$ cat config.mk
export PLATFORM = sky130hd
export DESIGN_NAME = prl_cfg
export DESIGN_NICKNAME = d
export VERILOG_FILES = /design/src/rtl/prl_pkg.sv /design/src/rtl/prl_cfg.sv
export SDC_FILE = /design/constraint.sdc
export NUM_CORES = 1
export LEC_CHECK = 0
export BUFFER_PORTS_ARGS = -buffer_cell sky130_fd_sc_hd__buf_2
export CAP_MARGIN = 20
export CORE_ASPECT_RATIO = 1.2
export CORE_MARGIN = 1.5
export CORE_UTILIZATION = 50
export CTS_CLUSTER_DIAMETER = 40
export DETAILED_ROUTE_END_ITERATION = 6
export HOLD_SLACK_MARGIN = 0.05
export PLACE_DENSITY_LB_ADDON = 0.2
export SLEW_MARGIN = 30
export SYNTH_ARGS = -nofsm -noshare
export SYNTH_HDL_FRONTEND = slang
export SYNTH_SLANG_ARGS = --single-unit
$ cat constraint.sdc
create_clock -name clk -period 4 [get_ports clk]
set_clock_uncertainty 0.15 [all_clocks]
set_input_delay 0.4 -clock clk [delete_from_list [all_inputs] [get_ports clk]]
set_output_delay 0.4 -clock clk [all_outputs]
set_load 0.05 [all_outputs]
$ cat src/rtl/prl_pkg.sv
// ----------------------------------------------------------------------------
// prl_pkg
// shared types, codes and constants of the per-client rate limiter
// ----------------------------------------------------------------------------
package prl_pkg;

	localparam int CLIENTS_DEF     = 16;
	localparam int STAMP_SLOTS_DEF = 16;

	localparam logic [31:0] IDLE_MS   = 32'd300000;
	localparam logic [31:0] WINDOW_MS = 32'd1000;

	localparam int PADDR_W = 5;
	localparam int REG_W   = 3;

	// request operations
	localparam logic [2:0] OP_CHECK_RATE  = 3'd0;
	localparam logic [2:0] OP_RECORD      = 3'd1;
	localparam logic [2:0] OP_FAIL        = 3'd2;
	localparam logic [2:0] OP_CHECK_BLOCK = 3'd3;
	localparam logic [2:0] OP_SWEEP       = 3'd4;

	// register indexes
	localparam logic [REG_W-1:0] REG_MAX_REQUESTS = 3'd0;
	localparam logic [REG_W-1:0] REG_MAX_FAILURES = 3'd1;
	localparam logic [REG_W-1:0] REG_BLOCK_TIME   = 3'd2;
	localparam logic [REG_W-1:0] REG_ALLOWED_NET  = 3'd3;
	localparam logic [REG_W-1:0] REG_ALLOWED_MASK = 3'd4;

	localparam logic [4:0]  MAX_REQUESTS_RST = 5'd10;
	localparam logic [7:0]  MAX_FAILURES_RST = 8'd5;
	localparam logic [31:0] BLOCK_TIME_RST   = 32'd300000;
	localparam logic [31:0] ALLOWED_NET_RST  = 32'hC0A8_0000;
	localparam logic [31:0] ALLOWED_MASK_RST = 32'hFFFF_0000;

	typedef struct packed {
		logic [4:0]  max_requests;
		logic [7:0]  max_failures;
		logic [31:0] block_time;
		logic [31:0] allowed_net;
		logic [31:0] allowed_mask;
	} cfg_t;

	// one client table row, stamp count kept beside it
	typedef struct packed {
		logic [31:0] addr;
		logic [31:0] last_seen;
		logic [7:0]  fail_count;
		logic [31:0] blocked_until;
	} entry_t;

endpackage

$ cat src/rtl/prl_cfg.sv
// ----------------------------------------------------------------------------
// prl_cfg
// apb register file for limits, block time and whitelist subnet
// ----------------------------------------------------------------------------
module prl_cfg (
	input  logic                        clk,
	input  logic                        arst_n,
	input  logic                        psel,
	input  logic                        penable,
	input  logic                        pwrite,
	input  logic [prl_pkg::PADDR_W-1:0] paddr,
	input  logic [31:0]                 pwdata,
	output logic [31:0]                 prdata,
	output logic                        pready,
	output prl_pkg::cfg_t               cfg
);

	prl_pkg::cfg_t            cfg_q;
	logic [prl_pkg::REG_W-1:0] idx;
	logic                     wr;

	assign idx    = paddr[prl_pkg::PADDR_W-1:2];
	assign wr     = psel && penable && pwrite;
	assign pready = 1'b1;
	assign cfg    = cfg_q;

	always_ff @(posedge clk or negedge arst_n) begin
		if (!arst_n) begin
			cfg_q.max_requests <= prl_pkg::MAX_REQUESTS_RST;
			cfg_q.max_failures <= prl_pkg::MAX_FAILURES_RST;
			cfg_q.block_time   <= prl_pkg::BLOCK_TIME_RST;
			cfg_q.allowed_net  <= prl_pkg::ALLOWED_NET_RST;
			cfg_q.allowed_mask <= prl_pkg::ALLOWED_MASK_RST;
		end else if (wr) begin
			unique case (idx)
				prl_pkg::REG_MAX_REQUESTS: cfg_q.max_requests <= pwdata[4:0];
				prl_pkg::REG_MAX_FAILURES: cfg_q.max_failures <= pwdata[7:0];
				prl_pkg::REG_BLOCK_TIME:   cfg_q.block_time   <= pwdata;
				prl_pkg::REG_ALLOWED_NET:  cfg_q.allowed_net  <= pwdata;
				prl_pkg::REG_ALLOWED_MASK: cfg_q.allowed_mask <= pwdata;
				default: ;
			endcase
		end
	end

	always_comb begin
		unique case (idx)
			prl_pkg::REG_MAX_REQUESTS: prdata = {27'd0, cfg_q.max_requests};
			prl_pkg::REG_MAX_FAILURES: prdata = {24'd0, cfg_q.max_failures};
			prl_pkg::REG_BLOCK_TIME:   prdata = cfg_q.block_time;
			prl_pkg::REG_ALLOWED_NET:  prdata = cfg_q.allowed_net;
			prl_pkg::REG_ALLOWED_MASK: prdata = cfg_q.allowed_mask;
			default:                   prdata = 32'd0;
		endcase
	end

endmodule

Word-level counts from Yosys, hierarchy flattened
Index checks and enable logic that the tools add are counted.
Widths: inputs -> output; s select.
{"block": "classes", "n_eq_ne": 4, "mux": 1, "n_reduce_logical": 8}
{"op": "$pmux 32 s5", "n": 1}
{"op": "$reduce_and 2->1", "n": 5}
{"op": "$eq 3x2->1 const B", "n": 2}
{"op": "$eq 3x1->1 const B", "n": 1}
{"op": "$eq 3x3->1 const B", "n": 1}
{"op": "$logic_not 3->1", "n": 1}
{"op": "$logic_and 1x1->1", "n": 2}
{"block": "word_totals", "register_bits": 109, "inputBits": 42, "out_inout_bits": 142, "word_cells": 18}

Logic depth before layout (Yosys ltp)
Gate-level depths: netlist (run 1).
{"block": "logic_depth", "depth_word": 3, "mapped_depth": 6, "ltp_nobuf": 3}

Least setup slack after synthesis (run 1)
OpenSTA, ideal clock, no wires.
{"block": "synth_timing", "kind": "input port to output port", "from": "input paddr[2] (netlist name)", "to": "output prdata[10]", "arrival_ns": 2.283, "required_time_ns": 3.450, "path_slack_ns": 1.167, "stages": 5, "n_path_buf": 3, "cell_sequence": "buf_2 buf_2 buf_2 mux2i_1 o21ai_0"}
{"block": "synth_between", "elab_chain_len": 2, "elab_cells_between_ends": 6, "classes_between": "eq/ne: 4; mux: 1; reduce/logical: 1"}
{"item": "start, declared", "line": "prl_cfg.sv:11", "source": "input logic [prl_pkg::PADDR_W-1:0] paddr,"}
{"item": "$eq 3x3->1, or another cell as far along", "line": "prl_cfg.sv:47", "source": "unique case (idx)"}
{"item": "$pmux 32 s5 *", "line": "prl_cfg.sv:47"}
{"item": "end, declared", "line": "prl_cfg.sv:13", "source": "output logic [31:0] prdata,"}
Mark *: on every way between the ends. The rest lies on a longest branch, timed or not.

Worst setup path in the final report (run 1)
{"block": "layout_timing", "from": "input paddr[2] (netlist name)", "to": "output prdata[0]"}
The elaborated chain is that of the path after synthesis.

==> results.sh, run 1 <==
export IMPL_drtIter0Drc=83
export IMPL_cp_slowest_cell="buf_2"
export IMPL_setup_viol=0
export IMPL_end_kind="output pin"
export IMPL_synth_compound_area_share_pct=5.09
export IMPL_arrival_ns=2.31
export IMPL_cts_resized=0
export IMPL_grt_pass1_vias=3646
export IMPL_path_delay_family="buffers and inverters"
export IMPL_yosysMostFrequentCell="dfrtp_1"
export IMPL_final_hold_viol_count=0
export IMPL_start_kind="primary input"
export IMPL_viasPerCell=5.45
export IMPL_cap_violations=0
export IMPL_io_buffers=180
export IMPL_critPathKind="in2out"
export IMPL_area_delta_synth_final_pct=26.7
export IMPL_row_count=39
export IMPL_floorplan_io_pins=184
export IMPL_synthTopCellsByArea="dfrtp_1 38%, dfstp_2 17%, mux2_2 15%"
export IMPL_fmax_mhz=350
export IMPL_muxShareOfSynthArea_pct=31.4
export IMPL_leakagePower_nw=3.21
export IMPL_hold_path_depth=2
export IMPL_post_route_min_period_ns=2.86
export IMPL_rsz0062_at_grt="no"
export IMPL_htreeDepth=3
export IMPL_overflow=0
export IMPL_path_buf_inv=3
export IMPL_fin_crit_sh_pct=71.5
export IMPL_ant_nets=0
export IMPL_clockBufferDepth=2
export IMPL_clk_insertion_delay_late_ns=0.34
export IMPL_cts_root_buffer="clkbuf_16"
export IMPL_cts_tree="built"
export IMPL_initial_utilization_pct=52.1
export IMPL_hpwl_um=8250
export IMPL_async_reset_ff_share_pct=100
export IMPL_worstPathMaxFanout=23
export IMPL_max_stage_delay_ns=0.52
export IMPL_synthesis_area_um2=5010
export IMPL_synth_edf_count=0
export IMPL_gp_congestion=0.773
export IMPL_antenna_found_initial=0
export IMPL_placed_cells=647
export IMPL_path_clk_slew_ns=0.07
export IMPL_n_antenna_cell=0
export IMPL_largest_reg_flops=109
export IMPL_tns_ns=0
export IMPL_r2r_cells=1
export IMPL_synthCells=363
export IMPL_synth_warnings=0
export IMPL_drv_slew=0
export IMPL_crit_path_frequent_cell="buf_2"
export IMPL_drc_errors=0
export IMPL_synth_common_cells="76 x dfrtp_1, 65 x mux2_2, 44 x mux2_1, 33 x dfstp_2, 27 x mux2i_1"
export IMPL_fin_nets=578
export IMPL_synthSimpleGateAreaFrac_pct=5.02
export IMPL_wl_per_cell_um=18.1
export IMPL_syn_avg_cell_area_um2=13.8
export IMPL_synth_xor_area_share_pct=0
export IMPL_die_w_um=94.4
export IMPL_yosysTopAreaCell="dfrtp_1"
export IMPL_cts_sinks=109
export IMPL_fin_cells=664
export IMPL_slew_headroom_pct=49.0
export IMPL_layout_drive_gt1_share_pct=57.9
export IMPL_synthAdderAreaFrac_pct=0
export IMPL_max_vdd_ir_drop_mv=0.371
export IMPL_worstPathCellList="buf_2 -> buf_4 -> mux2_2 -> a21oi_1 -> o22ai_1 -> buf_2"
export IMPL_numCtsBuffers=9
export IMPL_synth_distinct_cells=25
export IMPL_num_vias=3620
export IMPL_whs_endpoint="cfg[24]"
export IMPL_r2r_end="cfg[67]"
export IMPL_synth_top_area_share_pct=38.0
export IMPL_synth_top_family_by_area="multiplexers"
export IMPL_worst_ep_required_time_ns=3.45
export IMPL_design_die_area_um2=10600
export IMPL_synth_main_ff_cell="dfrtp_1"
export IMPL_grt_pass1_wl_um=19000
export IMPL_ys_seq_area_share_pct=55.3
export IMPL_drt_wl_total_um=12000
export IMPL_tightest_slew_ns=0.765
export IMPL_core_area_um2=9610
export IMPL_die_h_um=113
export IMPL_nFillCells=745
export IMPL_grt_max_degree=62
export IMPL_syn_nets=405
export IMPL_grt_total_usage_pct=23.3
export IMPL_drt_first_pass_iters=4
export IMPL_r2r_setup_slack_ns=3.04
export IMPL_status="finished, final reports clean"
export IMPL_hold_class="in2reg"
export IMPL_power_density_nw_per_um2=643
export IMPL_hp_start="pwdata[24]"
export IMPL_r2r_start="cfg[67]"
export IMPL_ys_seq_elements=109
[metrics by stage]
stage	util, %	power, mW	hold slack, ns	worst slack [ns]	cell area (um2)
2_1_floorplan	-	2.72	-0.0456	1.17	5010
3_3_place_gp	62.4	3.08	0.335	1.12	6000
3_5_place_dp	62.4	3.11	0.346	1.13	6000
4_1_cts	66.1	4.11	0.140	1.12	6350
5_1_grt	66.1	4.24	0.147	1.03	6350
6_report	66.1	4.08	0.152	1.14	6350
[final cells by class]
cell class	instances	area [um2]	area share [%]
sequential	109	2770	43.6
multi-input combinational	227	2090	32.9
timing repair buffer	189	998	15.7
clock buffer	9	225	3.55
tap	123	154	2.42
clock inverter	7	114	1.79
[layer usage]
layer  GRT usage, %  part of all wire [%]
met1           30.4                    43
met2           36.6                    47
met3           6.64                   7.8
met4           8.96                   2.2
met5              0                     0
[power breakdown]
group	switching [mW]	leakage, nW	internal (mW)	total (mW)
combinational	1.17	1.73	0.391	1.56
sequential	0.158	1.32	1.37	1.52
clock	0.390	0.169	0.610	0.999
[what timing repair did]
item / CTS / global route
hold buffers: 1 / 0
setup buffers: 0 / 0
hold endpoints to repair: 43 / 0
[cell families after synthesis]
| group | after synthesis |
|---|---|
| and+or+nand+nor | 40 |
| muxes | 141 |
| DFF | 109 |
| other | 1 |
| AOI/OAI and AO/OA | 45 |
| buffers and inverters | 27 |
[worst max-delay path by stage]
stage                        start         end  slack (ns)  cells past startpoint
after detailed placement  paddr[2]   prdata[1]        1.13                      6
final                     paddr[2]   prdata[0]        1.14                      6
after CTS                 paddr[2]   prdata[1]        1.12                      6
after global placement    paddr[2]   prdata[0]        1.12                      6
after global routing      paddr[2]   prdata[1]        1.03                      6
after floorplan           paddr[2]  prdata[10]        1.17                      5
[layout by cell type, fill, tap and decap left out, drive strengths merged, types with 9 or more instances in the layout]
cell	count
clkbuf	9
buf	188
nand2	25
mux2	114
mux2i	27
dfstp	33
dfrtp	76
o21ai	24
No activity file was read; power rests on OpenSTA's default activity.
==> inputs of run 2 (changes only) <==
==> constraint.sdc (replaced) <==
create_clock -name clk -period 2.7 [get_ports clk]
set_clock_uncertainty 0.15 [all_clocks]
set_input_delay 0.27 -clock clk [delete_from_list [all_inputs] [get_ports clk]]
set_output_delay 0.27 -clock clk [all_outputs]
set_load 0.05 [all_outputs]
==> run 2 against run 1 <==
  * Clock-buffer cell count increased by 3
  * Sequential share of layout area decreased by 1.7 points
  * Final cell count increased by 5.1%
  * Worst hold slack got worse by 0.093 ns
  * Die area unchanged
  * Non-clock buffer count increased by 34
  * Power increased by 45%
  * First-iteration DRC count increased by 45%
  * Utilization increased by 2.7 points
  * Critical endpoint unchanged
==> results.sh, run 2 (synthesis gave the netlist of run 1 again) <==
export IMPL_largest_reg_flops=109
export IMPL_die_h_um=113
export IMPL_ant_nets=0
export IMPL_hold_class="in2reg"
export IMPL_status="finished, final reports clean"
export IMPL_use_met2_pct=41.1
export IMPL_cp_slowest_cell="nor2b_1"
export IMPL_floorplan_io_pins=184
export IMPL_max_vdd_ir_drop_mv=0.552
export IMPL_n_antenna_cell=0
export IMPL_end_kind="output pin"
export IMPL_cts_hold_buffers=28
export IMPL_fin_nets=612
export IMPL_num_vias=3761
export IMPL_hpwl_um=8570
export IMPL_r2r_cells=1
export IMPL_power_density_nw_per_um2=894
export IMPL_use_met1_pct=31.0
export IMPL_drv_slew=0
export IMPL_final_cell_mix="179 x buf_2, 76 x dfrtp_1, 65 x mux2_2, 44 x mux2_1, 33 x dfstp_2"
export IMPL_grt_total_usage_pct=24.6
export IMPL_drt_first_pass_iters=4
export IMPL_clk_insertion_delay_late_ns=0.33
export IMPL_post_cts_buffers=0
export IMPL_path_delay_family="simple AND/OR/NAND/NOR gates"
export IMPL_cp_depth=5
export IMPL_final_common_cell="buf_2"
export IMPL_intPower_mw=3.36
export IMPL_tns_ns=0
export IMPL_clockBufferDepth=2
export IMPL_cts_tree="built"
export IMPL_cts_resized=0
export IMPL_p_sw_share_pct=43.2
export IMPL_hold_slack_ns=0.0581
export IMPL_p_comb_share_pct=39.8
export IMPL_wl_per_cell_um=18.1
export IMPL_numCtsBuffers=9
export IMPL_start_kind="primary input"
export IMPL_crit_path_frequent_cell="buf_2"
export IMPL_area_delta_synth_final_pct=31.9
export IMPL_viasPerCell=5.39
export IMPL_fmax_mhz=448
export IMPL_path_clk_slew_ns=0.07
export IMPL_worst_ep_required_time_ns=2.28
export IMPL_hold_path_depth=2
export IMPL_grt_max_degree=58
export IMPL_tightest_slew_ns=0.686
export IMPL_gp_congestion=0.802
export IMPL_arrival_ns=1.81
export IMPL_cts_root_buffer="clkbuf_16"
export IMPL_overflow=0
export IMPL_final_hold_viol_count=0
export IMPL_antenna_found_initial=0
export IMPL_path_buf_inv=2
export IMPL_fin_crit_sh_pct=82.7
export IMPL_cap_violations=0
export IMPL_setup_viol=0
export IMPL_grt_util_met3_pct=6.78
export IMPL_post_route_min_period_ns=2.23
export IMPL_design_die_area_um2=10600
export IMPL_initial_utilization_pct=52.1
export IMPL_leakagePower_nw=3.33
export IMPL_io_buffers=180
export IMPL_worstPathCellList="buf_2 -> nor2b_1 -> a22oi_1 -> o22ai_1 -> buf_2"
export IMPL_drt_wl_total_um=12700
export IMPL_cts_sinks=109
export IMPL_row_count=39
export IMPL_grt_pass1_vias=3843
export IMPL_die_w_um=94.4
export IMPL_htreeDepth=3
export IMPL_power_frac_seq_pct=38.4
export IMPL_slew_headroom_pct=54.2
export IMPL_pwr_share_clk_pct=21.9
export IMPL_drc_errors=0
export IMPL_worstPathMaxFanout=22
export IMPL_layout_drive_gt1_share_pct=55.1
export IMPL_drtIter0Drc=120
export IMPL_critPathKind="in2out"
export IMPL_core_area_um2=9610
export IMPL_busiest_layer="met2"
export IMPL_p_switching_mw=2.55
export IMPL_rsz0062_at_grt="no"
export IMPL_grt_pass1_wl_um=20100
export IMPL_max_stage_delay_ns=0.61
[run 2: worst paths after layout]
path	start	end	slack, ns
hold / removal	pwdata[0]	cfg[64]	0.06
min in group asynchronous	arst_n	cfg[33]	0.24
setup / recovery	paddr[2]	prdata[0]	0.47
hold reg to reg	cfg[68]	cfg[68]	0.36
max in group asynchronous	arst_n	cfg[24]	1.44
setup reg to reg	cfg[40]	cfg[40]	1.74
[run 2: power by group through the flow]
stage / clock network, mW / registers, mW / logic [mW]
CTS: 1.33 / 2.27 / 2.36
finish: 1.29 / 2.27 / 2.35
detailed placement: 0 / 2.29 / 2.33
global placement: 0 / 2.27 / 2.30
floorplan: 0 / 3.41 / 0.620
global route: 1.39 / 2.31 / 2.45
[run 2: stage by stage]
step           instances  cell area [um2]  power, mW  setup WS [ns]  util, %
2_1_floorplan        363             5010       4.03          0.127        -
3_3_place_gp         654             6040       4.57          0.480     62.8
3_5_place_dp         654             6040       4.62          0.477     62.8
4_1_cts              698             6610       5.96          0.478     68.7
5_1_grt              698             6610       6.15          0.322     68.7
6_report             698             6610       5.91          0.467     68.7
[run 2: cell type report]
| type | count | area (um2) |
|---|---|---|
| Tap cell | 123 | 154 |
| Sequential cell | 109 | 2770 |
| Multi-Input combinational cell | 227 | 2090 |
| Clock inverter | 4 | 51.3 |
| Timing Repair Buffer | 223 | 1310 |
| Fill cell | 724 | 3000 |
| Clock buffer | 12 | 236 |
[run 2: per-layer routing]
layer  vias to the layer above  share of wire, %
met5                         -                 0
met4                         0               1.7
met3                        15               6.4
met2                       124                50
met1                      1908                42
li1                       1714                 -
==> inputs of run 3 (changes only) <==
==> constraint.sdc (replaced) <==
create_clock -name clk -period 2.3 [get_ports clk]
set_clock_uncertainty 0.15 [all_clocks]
set_input_delay 0.23 -clock clk [delete_from_list [all_inputs] [get_ports clk]]
set_output_delay 0.23 -clock clk [all_outputs]
set_load 0.05 [all_outputs]
==> run 3 against run 2 <==
  * Via count shrank 0.13%
  * First-iteration DRC count fell by 6.7%
  * Power grew 18%
  * Critical path depth fell by 1
  * Sequential power rose by 17%
  * Routed wire length is 1.2% lower
  * Flip-flop and latch count stayed put
  * Largest cell class unchanged
  * Highest routed layer unchanged
==> results.sh, run 3 (synthesis gave the netlist of run 1 again) <==
export IMPL_viasPerCell=5.33
export IMPL_status="finished, final reports clean"
export IMPL_drc_errors=0
export IMPL_clockBufferDepth=2
export IMPL_io_buffers=180
export IMPL_grt_max_degree=52
export IMPL_placed_cells=656
export IMPL_worst_ep_required_time_ns=1.92
export IMPL_drt_first_pass_iters=4
export IMPL_power_density_nw_per_um2=1040
export IMPL_design_die_area_um2=10600
export IMPL_layout_drive_gt1_share_pct=55.0
export IMPL_tightest_slew_ns=0.565
export IMPL_post_cts_buffers=0
export IMPL_ant_nets=0
export IMPL_p_comb_share_pct=39.8
export IMPL_intPower_mw=3.98
export IMPL_drtIter0Drc=112
export IMPL_largest_reg_flops=109
export IMPL_drt_wl_total_um=12500
export IMPL_cts_tree="built"
export IMPL_dpl_instance_area_um2=6090
export IMPL_fin_nets=619
export IMPL_max_vdd_ir_drop_mv=0.751
export IMPL_final_hold_viol_count=0
export IMPL_hpwl_um=8520
export IMPL_hold_class="in2async"
export IMPL_final_common_cell="buf_2"
export IMPL_num_vias=3756
export IMPL_fin_crit_sh_pct=84.8
export IMPL_r2r_cells=1
export IMPL_drv_slew=0
export IMPL_slew_headroom_pct=62.3
export IMPL_place_ws_ns=0.378
export IMPL_grt_total_usage_pct=24.8
export IMPL_setup_viol=0
export IMPL_post_route_min_period_ns=1.95
export IMPL_final_cell_area_um2=6720
export IMPL_row_count=39
export IMPL_start_kind="flip-flop"
export IMPL_area_delta_synth_final_pct=34.1
export IMPL_overflow=0
export IMPL_cap_violations=0
export IMPL_tns_ns=0
export IMPL_core_area_um2=9610
export IMPL_pwr_share_clk_pct=22.0
export IMPL_worstPathMaxFanout=3
export IMPL_path_clk_slew_ns=0.07
export IMPL_initial_utilization_pct=52.1
export IMPL_cts_root_buffer="clkbuf_16"
export IMPL_grt_pass1_wl_um=20000
export IMPL_r2r_setup_slack_ns=1.34
export IMPL_die_h_um=113
export IMPL_power_frac_seq_pct=38.2
export IMPL_p_switching_mw=2.99
export IMPL_clk_insertion_delay_late_ns=0.34
export IMPL_r2r_end="cfg[68]"
export IMPL_fin_cells=705
export IMPL_n_antenna_cell=0
export IMPL_grt_pass1_vias=3826
export IMPL_rsz0062_at_grt="no"
export IMPL_fmax_mhz=513
export IMPL_end_kind="output pin"
export IMPL_gp_congestion=0.746
export IMPL_floorplan_io_pins=184
export IMPL_leakagePower_nw=3.37
export IMPL_die_w_um=94.4
export IMPL_cts_sinks=109
export IMPL_wl_per_cell_um=17.7
export IMPL_final_setup_worst_slack_ns=0.350
export IMPL_arrival_ns=1.57
export IMPL_power_mw=6.97
export IMPL_r2r_start="cfg[68]"
export IMPL_final_cell_mix="179 x buf_2, 76 x dfrtp_1, 65 x mux2_2, 44 x mux2_1"
export IMPL_numCtsBuffers=9
export IMPL_critPathKind="reg2out"
export IMPL_htreeDepth=3
export IMPL_antenna_found_initial=0
export IMPL_p_sw_share_pct=42.9
## run 3: worst max path at each step
stage	slack, ns	depth (start not counted)	from	endpoint
detailed placement	0.38	6	paddr[2]	prdata[3]
floorplan	0.12	5	paddr[2]	prdata[7]
CTS	0.35	4	cfg[107]	prdata[3]
finish	0.35	4	cfg[107]	prdata[3]
global route	0.28	4	cfg[107]	prdata[3]
global placement	0.38	6	paddr[2]	prdata[0]
## run 3: repair_timing
action / in CTS / in global routing
resized for setup: 0 / 0
hold buffers: 33 / 0
endpoints found under the hold margin: 133 / 0
## run 3: stage by stage
stage / hold WS, ns / util [%]
final: 0.275 / 69.9
after detailed placement: 0.106 / 63.4
after global routing: 0.341 / 69.9
after CTS: 0.286 / 69.9
after floorplan: -0.216 / -
after global placement: 0.0993 / 63.4
## run 3: power groups by stage
stage,clock [mW],combinational [mW],sequential [mW]
finish,1.53,2.78,2.66
global route,1.64,2.90,2.72
CTS,1.56,2.79,2.66
detailed placement,0,2.74,2.69
global placement,0,2.71,2.66
floorplan,0,0.738,4.00
## run 3: final cells by class
type	count	area (um2)
clock buffers	12	246
flip-flops and latches	109	2770
fillers	714	2900
multi-input cells	227	2090
repair buffers	230	1410
well taps	123	154
clock inverters	4	47.5
## run 3: worst max-delay path, cell delays in order (launching register included)
cell and delay, ns:
dfstp_2 0.54, nor3b_1 0.18, a21oi_1 0.06, o22ai_1 0.16
buf_2 0.29
## run 3: metal layers
| metal | routed length [um] | global-route usage (%) | share of wire (%) |
|---|---|---|---|
| met5 | 0 | 0 | 0 |
| met4 | 257 | 9.95 | 2.1 |
| met3 | 715 | 4.61 | 5.7 |
| met2 | 6120 | 41.0 | 49 |
| met1 | 5410 | 32.0 | 43 |
